$ cat src/rtl/core/postfix_eval_stack_queue_heap_core_defines.svh
// Assertion macros shared by the evaluator RTL.
// No dependencies; included by the modules that carry assertions.
`ifndef POSTFIX_EVAL_STACK_QUEUE_HEAP_CORE_DEFINES_SVH
`define POSTFIX_EVAL_STACK_QUEUE_HEAP_CORE_DEFINES_SVH
`ifndef SYNTHESIS
`define PESQH_ASSERT_IMPL(lbl, clk, rst_n, ante, cons, msg) \
    lbl: assert property (@(posedge clk) disable iff (!rst_n) (ante) |-> (cons)) \
        else $error(msg);
`define PESQH_ASSERT_NEXT(lbl, clk, rst_n, ante, cons, msg) \
    lbl: assert property (@(posedge clk) disable iff (!rst_n) (ante) |=> (cons)) \
        else $error(msg);
`else
`define PESQH_ASSERT_IMPL(lbl, clk, rst_n, ante, cons, msg)
`define PESQH_ASSERT_NEXT(lbl, clk, rst_n, ante, cons, msg)
`endif
`endif

$ cat src/rtl/core/pesqh_pkg.sv
// Shared constants, datapath step codes and control structs of the evaluator.
// No dependencies.
package pesqh_pkg;

    localparam int STORE_DEPTH_DEF = 64;

    localparam logic [2:0] OP_PUSH   = 3'd0;
    localparam logic [2:0] OP_ADD    = 3'd1;
    localparam logic [2:0] OP_SUB    = 3'd2;
    localparam logic [2:0] OP_MUL    = 3'd3;
    localparam logic [2:0] OP_DIV    = 3'd4;
    localparam logic [2:0] OP_REPORT = 3'd5;

    localparam logic [1:0] ST_OK        = 2'd0;
    localparam logic [1:0] ST_UNDERFLOW = 2'd1;
    localparam logic [1:0] ST_FULL      = 2'd2;
    localparam logic [1:0] ST_DIVZERO   = 2'd3;

    localparam logic [1:0] SEL_STK  = 2'd0;
    localparam logic [1:0] SEL_QUE  = 2'd1;
    localparam logic [1:0] SEL_HEAP = 2'd2;

    typedef enum logic [4:0] {
        STEP_NONE,
        STEP_LOAD,
        STEP_ERR_FULL,
        STEP_ERR_UF,
        STEP_PUSH_WR,
        STEP_UP_ROOT,
        STEP_UP_RD,
        STEP_UP_CMP,
        STEP_DN_RD0,
        STEP_DN_TOP,
        STEP_DN_LAST,
        STEP_DN_RDL,
        STEP_DN_CMPL,
        STEP_DN_CMPR,
        STEP_DN_FIN,
        STEP_OP_RD1,
        STEP_OP_RD2,
        STEP_OP_LAT,
        STEP_SAVE_HX,
        STEP_SAVE_HY,
        STEP_ALU,
        STEP_DIV_GO,
        STEP_DIV_SAVE,
        STEP_WB,
        STEP_REP_RD,
        STEP_REP_LAT,
        STEP_REP_OUT,
        STEP_REP_ZERO
    } t_step;

    typedef struct packed {
        t_step      step;
        logic [1:0] sel;
        logic [2:0] op;
    } t_cmd;

    typedef struct packed {
        logic full;
        logic lt2;
        logic empty;
        logic hidx_zero;
        logic up_stop;
        logic l_ok;
        logic dn_stop;
        logic div_done;
    } t_stat;

endpackage

$ cat src/rtl/core/pesqh_ctrl.sv
// Controller: sequences each token word through datapath steps.
// Depends on pesqh_pkg and the assertion macros header.
`include "postfix_eval_stack_queue_heap_core_defines.svh"
module pesqh_ctrl import pesqh_pkg::*; (
    input  logic       i_clk,
    input  logic       i_rst_n,
    input  logic       i_in_valid,
    input  logic [2:0] i_in_op,
    input  logic       i_out_ready,
    input  t_stat      i_stat,
    output logic       o_in_ready,
    output logic       o_out_valid,
    output t_cmd       o_cmd
);
    typedef enum logic [4:0] {
        S_IDLE, S_PUSH, S_UP_CHK, S_UP_CMP, S_DN_RD0, S_DN_TOP, S_DN_LAST,
        S_DN_CHK, S_DN_L, S_DN_R, S_POP_DONE, S_OP_RD2, S_OP_LAT, S_CALC,
        S_DIV_WAIT, S_WB, S_REP_LAT, S_REP_WAIT
    } t_state;

    t_state     r_state, n_state;
    logic [2:0] r_op, n_op;
    logic [1:0] r_sel, n_sel;
    logic       r_npop, n_npop;
    logic       r_empty, n_empty;
    logic       r_out_valid, n_out_valid;
    logic       w_is_arith;

    assign w_is_arith = (i_in_op == OP_ADD) || (i_in_op == OP_SUB) ||
                        (i_in_op == OP_MUL) || (i_in_op == OP_DIV);

    always_comb begin
        n_state     = r_state;
        n_op        = r_op;
        n_sel       = r_sel;
        n_npop      = r_npop;
        n_empty     = r_empty;
        n_out_valid = r_out_valid && !i_out_ready;
        o_cmd.step  = STEP_NONE;
        o_cmd.sel   = r_sel;
        o_cmd.op    = r_op;
        unique case (r_state)
            S_IDLE: begin
                if (i_in_valid) begin
                    n_op = i_in_op;
                    if (i_in_op == OP_PUSH) begin
                        if (i_stat.full) begin
                            o_cmd.step = STEP_ERR_FULL;
                        end else begin
                            o_cmd.step = STEP_LOAD;
                            n_state    = S_PUSH;
                        end
                    end else if (w_is_arith) begin
                        if (i_stat.lt2) begin
                            o_cmd.step = STEP_ERR_UF;
                        end else begin
                            o_cmd.step = STEP_OP_RD1;
                            n_npop     = 1'b0;
                            n_state    = S_OP_RD2;
                        end
                    end else if (i_in_op == OP_REPORT) begin
                        n_empty = i_stat.empty;
                        if (i_stat.empty) begin
                            n_state = S_REP_WAIT;
                        end else begin
                            o_cmd.step = STEP_REP_RD;
                            n_state    = S_REP_LAT;
                        end
                    end
                end
            end
            S_PUSH: begin
                o_cmd.step = STEP_PUSH_WR;
                n_state    = S_UP_CHK;
            end
            S_UP_CHK: begin
                if (i_stat.hidx_zero) begin
                    o_cmd.step = STEP_UP_ROOT;
                    n_state    = S_IDLE;
                end else begin
                    o_cmd.step = STEP_UP_RD;
                    n_state    = S_UP_CMP;
                end
            end
            S_UP_CMP: begin
                o_cmd.step = STEP_UP_CMP;
                n_state    = i_stat.up_stop ? S_IDLE : S_UP_CHK;
            end
            S_DN_RD0: begin
                o_cmd.step = STEP_DN_RD0;
                n_state    = S_DN_TOP;
            end
            S_DN_TOP: begin
                o_cmd.step = STEP_DN_TOP;
                n_state    = S_DN_LAST;
            end
            S_DN_LAST: begin
                o_cmd.step = STEP_DN_LAST;
                n_state    = S_DN_CHK;
            end
            S_DN_CHK: begin
                if (i_stat.l_ok) begin
                    o_cmd.step = STEP_DN_RDL;
                    n_state    = S_DN_L;
                end else begin
                    o_cmd.step = STEP_DN_FIN;
                    n_state    = S_POP_DONE;
                end
            end
            S_DN_L: begin
                o_cmd.step = STEP_DN_CMPL;
                n_state    = S_DN_R;
            end
            S_DN_R: begin
                o_cmd.step = STEP_DN_CMPR;
                n_state    = i_stat.dn_stop ? S_POP_DONE : S_DN_CHK;
            end
            S_POP_DONE: begin
                if (r_op == OP_REPORT) begin
                    n_state = S_REP_WAIT;
                end else if (!r_npop) begin
                    o_cmd.step = STEP_SAVE_HX;
                    n_npop     = 1'b1;
                    n_state    = S_DN_RD0;
                end else begin
                    o_cmd.step = STEP_SAVE_HY;
                    n_sel      = SEL_STK;
                    n_state    = S_CALC;
                end
            end
            S_OP_RD2: begin
                o_cmd.step = STEP_OP_RD2;
                n_state    = S_OP_LAT;
            end
            S_OP_LAT: begin
                o_cmd.step = STEP_OP_LAT;
                n_state    = S_DN_RD0;
            end
            S_CALC: begin
                if (r_op == OP_DIV) begin
                    o_cmd.step = STEP_DIV_GO;
                    n_state    = S_DIV_WAIT;
                end else begin
                    o_cmd.step = STEP_ALU;
                    n_sel      = (r_sel == SEL_HEAP) ? SEL_STK : r_sel + 2'd1;
                    n_state    = (r_sel == SEL_HEAP) ? S_WB : S_CALC;
                end
            end
            S_DIV_WAIT: begin
                if (i_stat.div_done) begin
                    o_cmd.step = STEP_DIV_SAVE;
                    n_sel      = (r_sel == SEL_HEAP) ? SEL_STK : r_sel + 2'd1;
                    n_state    = (r_sel == SEL_HEAP) ? S_WB : S_CALC;
                end
            end
            S_WB: begin
                o_cmd.step = STEP_WB;
                n_state    = S_UP_CHK;
            end
            S_REP_LAT: begin
                o_cmd.step = STEP_REP_LAT;
                n_state    = S_DN_RD0;
            end
            S_REP_WAIT: begin
                // hold until the output register is free
                if (!r_out_valid || i_out_ready) begin
                    o_cmd.step  = r_empty ? STEP_REP_ZERO : STEP_REP_OUT;
                    n_out_valid = 1'b1;
                    n_state     = S_IDLE;
                end
            end
            default: n_state = S_IDLE;
        endcase
    end

    always_ff @(posedge i_clk) begin
        if (!i_rst_n) begin
            r_state     <= S_IDLE;
            r_op        <= OP_PUSH;
            r_sel       <= SEL_STK;
            r_npop      <= 1'b0;
            r_empty     <= 1'b0;
            r_out_valid <= 1'b0;
        end else begin
            r_state     <= n_state;
            r_op        <= n_op;
            r_sel       <= n_sel;
            r_npop      <= n_npop;
            r_empty     <= n_empty;
            r_out_valid <= n_out_valid;
        end
    end

    assign o_in_ready  = (r_state == S_IDLE);
    assign o_out_valid = r_out_valid;

    `PESQH_ASSERT_IMPL(a_rep_slot, i_clk, i_rst_n, (o_cmd.step == STEP_REP_OUT) || (o_cmd.step == STEP_REP_ZERO), !r_out_valid || i_out_ready, "report overwrote pending word")
    `PESQH_ASSERT_IMPL(a_div_op, i_clk, i_rst_n, o_cmd.step == STEP_DIV_GO, r_op == OP_DIV, "divider started for other op")
    `PESQH_ASSERT_NEXT(a_rep_valid, i_clk, i_rst_n, (o_cmd.step == STEP_REP_OUT) || (o_cmd.step == STEP_REP_ZERO), r_out_valid, "report word not presented")
endmodule

$ cat config.mk
export PLATFORM = sky130hd
export DESIGN_NAME = pesqh_ctrl
export DESIGN_NICKNAME = d
export VERILOG_FILES = /design/src/rtl/core/pesqh_pkg.sv /design/src/rtl/core/pesqh_ctrl.sv
export VERILOG_INCLUDE_DIRS = /design/src /design/src/rtl/core
export SDC_FILE = /design/constraint.sdc
export NUM_CORES = 1
export LEC_CHECK = 0
export BUFFER_PORTS_ARGS = -buffer_cell sky130_fd_sc_hd__buf_2
export CORE_ASPECT_RATIO = 0.9
export CORE_MARGIN = 1
export CORE_UTILIZATION = 49
export DETAILED_ROUTE_END_ITERATION = 7
export PLACE_DENSITY = 0.75
export SLEW_MARGIN = 20
export SYNTH_ARGS = -nofsm -noshare
export SYNTH_HDL_FRONTEND = slang
export SYNTH_SLANG_ARGS = --single-unit
$ cat constraint.sdc
create_clock -name i_clk -period 1.7 [get_ports i_clk]
set_input_delay 0.425 -clock i_clk [delete_from_list [all_inputs] [get_ports i_clk]]
set_output_delay 0.425 -clock i_clk [all_outputs]
set_load 0.005 [all_outputs]
## Yosys cells after proc, flatten, opt, wreduce, memory -nomap -nowiden

Index checks and enable logic that the tools add are counted.

| word-level totals | value |
|---|---|
| memory bits (writable) | 0 |
| bits in read-only memories | 0 |
| input bits | 15 |
| register bits | 13 |
| memories | 0 |
| latch bits | 0 |

| cells by class | value |
|---|---|
| $mul | 0 |
| muxes and demuxes | 48 |
| bitwise logic cells | 2 |
| equality and inequality tests | 37 |
| shift operators | 0 |
| magnitude comparators | 0 |
| reductions and logical operators | 18 |
| add/sub/neg operators | 1 |
| div/mod/pow operators | 0 |

Operators with widths:

| operator | number |
|---|---|
| 5-bit one-hot mux with 18 select lines | 1 |
| 5-bit two-way mux | 17 |
| 5-bit one-hot mux with 16 select lines | 1 |
| 5-bit by 4-bit == test with 1-bit output, second input constant | 8 |
| 2-bit two-way mux | 12 |
| 5-bit by 3-bit == test with 1-bit output, second input constant | 4 |
| 2-bit inequality test, second input constant | 8 |
| 3-bit == test, second input constant | 4 |
| 4-bit two-way mux | 3 |
| 6-bit AND reduction | 2 |
| 1-bit two-way mux | 11 |
| 5-bit by 2-bit == test with 1-bit output, second input constant | 2 |
| 5-bit == test, second input constant | 2 |
| 5-bit AND reduction | 2 |
| 3-bit by 2-bit == test with 1-bit output, second input constant | 2 |
| 2-bit one-hot mux with 3 select lines | 1 |
| 5-bit by 1-bit == test with 1-bit output, second input constant | 1 |
| 5-bit zero test | 1 |
| 1-bit logical OR | 4 |
| 4-bit by 1-bit inequality test with 1-bit output, second input constant | 1 |
| 4-bit by 3-bit inequality test with 1-bit output, second input constant | 1 |
| 2-bit OR reduction | 2 |
| 3-bit by 1-bit == test with 1-bit output, second input constant | 1 |
| 3-bit zero test | 1 |
| other kinds (12) | 14 |

## Longest topological paths before layout

| logic depth | value |
|---|---|
| word-level depth | 8 |
| mapped depth | 7 |
| mapped depth without buffers | 5 |

## Worst setup path before layout

OpenSTA, ideal clock, no wires.

| timing path | value |
|---|---|
| path type | register to output |
| from | register r_state[2] |
| to | output port o_cmd[5] (netlist bit) |
| stages on the path, launching flop included | 6 |
| path buffers | 1 |
| path slack | -0.200 ns |
| arrival time | 1.475 ns |
| cells stage by stage | dfxtp_1 -> buf_2 -> nor3_2 -> and3_1 -> a32o_1 -> or4_1 |

RTL lines:

| what | line | text |
|---|---|---|
| from (decl) | pesqh_ctrl.sv:21 | `t_state r_state, n_state;` |
| from (signal assigned) | pesqh_ctrl.sv:185 | `r_state <= n_state;` |
| to (decl) | pesqh_ctrl.sv:13 | `output t_cmd o_cmd` |

==> flow_summary.toml <==
[detailed_routing]
wl_met1_um = 2220
drc = 0
drt-vias-per-instance = 6.74
wl_met2_um = 2780
drt-total-wl_um = 5920
postRouteAntennaNets = 0
met3_wirelength_um = 549
vias = 1888
top_layer_used = "met4"
drtIter0Drc = 217
drtPass1Iterations = 5
wire_per_inst_um = 21.2

[floorplanning]
dieArea_um2 = 2860
rows = 17
dieWidth_um = 56.3
io-pin-count = 27
coreArea_um2 = 2490
initial_core_util_pct = 52.2
die_h_um = 50.9

[power]
peakVddDrop_mv = 1.35
p_per_area_nw_per_um2 = 1680
power_leakage_nw = 0.939

[timing]
skew_ns = 0.0101
report.final.slew_viol_count = 0
hold_violations = 0
fin_crit_sh_pct = 135
fin_setup_tns_ns = -3.69
rsz0062_at_grt = "true"
worst_slew_pin_slew_ns = 0.463
slew_headroom_pct = 69.0
setup_slack_ns = -0.587
fmax_mhz = 437
fin_crit_ns = 2.29
setup_viol = 11

[yosys]
yosys.cell_types.count = 49
synth_area_leaders = "dfxtp_1 20%, nor2b_1 6.7%, mux2i_1 6.2%"
syn_avg_cell_area_um2 = 7.60
netlist_area_um2 = 1300
synth-seq-cells = 13
synth_top_area_share_pct = 20.0
synth_ff_type = "dfxtp_1"
synth_nets = 186
ys_seq_area_share_pct = 20.0
yosys_warnings = 0
synth_edf_count = 0
synthArstFlopShare_pct = 0
synth.largest_area_cell = "dfxtp_1"
netlist_instances = 171

[critical_path]
worst-setup-path-type = "reg2out"
path_max_fanout = 5
endpoint_kind = "output port"
worstPathArrival_ns = 1.86
cp.required_ns = 1.27
worst_setup_path_start_kind = "flip-flop"

[run_status]
violations = "setup timing"
status = "complete, but fails checks"

[min_path]
hold_path.class = "in2reg"

[place]
portBuffers = 26
gp_congestion = 0.961
dpl.hpwl_um = 3600
post-place-cells = 265
post-place-ws_ns = -0.358

[clocking]
cts_tree = "yes"
clk_pin_slew_ns = 0.09
cts.sinks = 13
cts-root-buf = "clkbuf_4"
ctsHoldBuffers = 0
cts.htree.levels = 1
cts_buffers = 3
clockBufferDepth = 2
clk_latency_ns = 0.29

[finish]
final_nets = 268
drive_gt1_share_pct = 53.2
seq_area_um2 = 278
fillCellCount = 124
fin_cells = 280
multi_input_area_um2 = 1120
insertedDiodeCount = 0
mostFrequentLayoutCell = "buf_4"
syn_to_final_growth_pct = 67.0
final_cell_mix = "52 x buf_4, 26 x buf_2, 14 x nor2_1"

[global_routing]
grt_antenna_before_repair = 0
grt_overflow_total = 0
grt.total_usage_pct = 38.3
grt_start_max_net_pins = 15
grt_pass1_vias = 1687
grt_pass1_wl_um = 8290

[job]
maxCapViolCount = 0
## power breakdown
group	internal (W)	total [W]	switching, W
clock	0.0000912	0.000212	0.000121
combinational	0.00150	0.00292	0.00142
sequential	0.000398	0.000516	0.000118
## layer usage
| layer | GRT usage [%] | up-vias |
|---|---|---|
| met5 | 0 | - |
| met4 | 18.7 | 0 |
| met3 | 8.61 | 46 |
| met2 | 67.5 | 161 |
| met1 | 44.1 | 869 |
| li1 | - | 812 |
## synth_stat cells, types with 5 or more instances
cell       n
nand3_1    5
nand2b_1   5
o21ai_0    8
inv_1      5
nor2b_1   14
dfxtp_1   13
nand4_1    5
buf_2      9
mux2i_1    8
a21oi_1   13
nor2_1    15
## cell type report
class / count / share of cell area [%]
clock buffer: 4 / 1.21
inverter: 7 / 1.33
multi-input combinational: 137 / 51.6
sequential: 13 / 12.8
tap: 28 / 1.61
timing repair buffer: 91 / 31.5
## cells by family after synthesis
group | after synthesis | synth area share, %
mux | 9 | 7.03
simple gates | 74 | 34.9
compound gates | 52 | 28.8
buf+inv | 21 | 7.89
flops | 13 | 20.0
xor+xnor | 2 | 1.35
## worst paths after layout
kind	from	end	slack [ns]	cells after the start
max reg2reg	r_state[2]	r_state[0]	-0.20	8
max	r_state[2]	o_cmd[7]	-0.59	7
min reg2reg	r_sel[0]	r_sel[0]	0.59	2
min	i_in_op[0]	r_op[0]	0.47	3
## critical path, stage by stage (launching register included)
cell	delay, ns
dfxtp_2	0.37
nor3_4	0.28
buf_6	0.16
nand3_4	0.09
nor4_4	0.32
a21oi_2	0.10
nand3_1	0.13
buf_2	0.12
## stage by stage
| stage | hold slack [ns] | utilization [%] | instance area, um2 | total power, W |
|---|---|---|---|---|
| floorplan | 0.486 | - | 1380 | 0.00175 |
| global placement | 0.514 | 74.7 | 1860 | 0.00258 |
| detailed placement | 0.555 | 74.7 | 1860 | 0.00263 |
| CTS | 0.465 | 82.6 | 2060 | 0.00322 |
| global route | 0.471 | 87.2 | 2170 | 0.00381 |
| finish | 0.467 | 87.2 | 2170 | 0.00364 |
## repair_timing
item,CTS,global route
pin swaps,9,5
endpoints found under the setup margin,12,14
resized for setup,30,20
setup buffers,7,4
cloned,0,1
## registers in the layout, indices dropped and copies added, names as in the netlist
signal,count
r_empty,1
r_state,5
o_out_valid,1
r_sel,2
r_op,3
r_npop,1
Power figures use the tool's default switching activity.
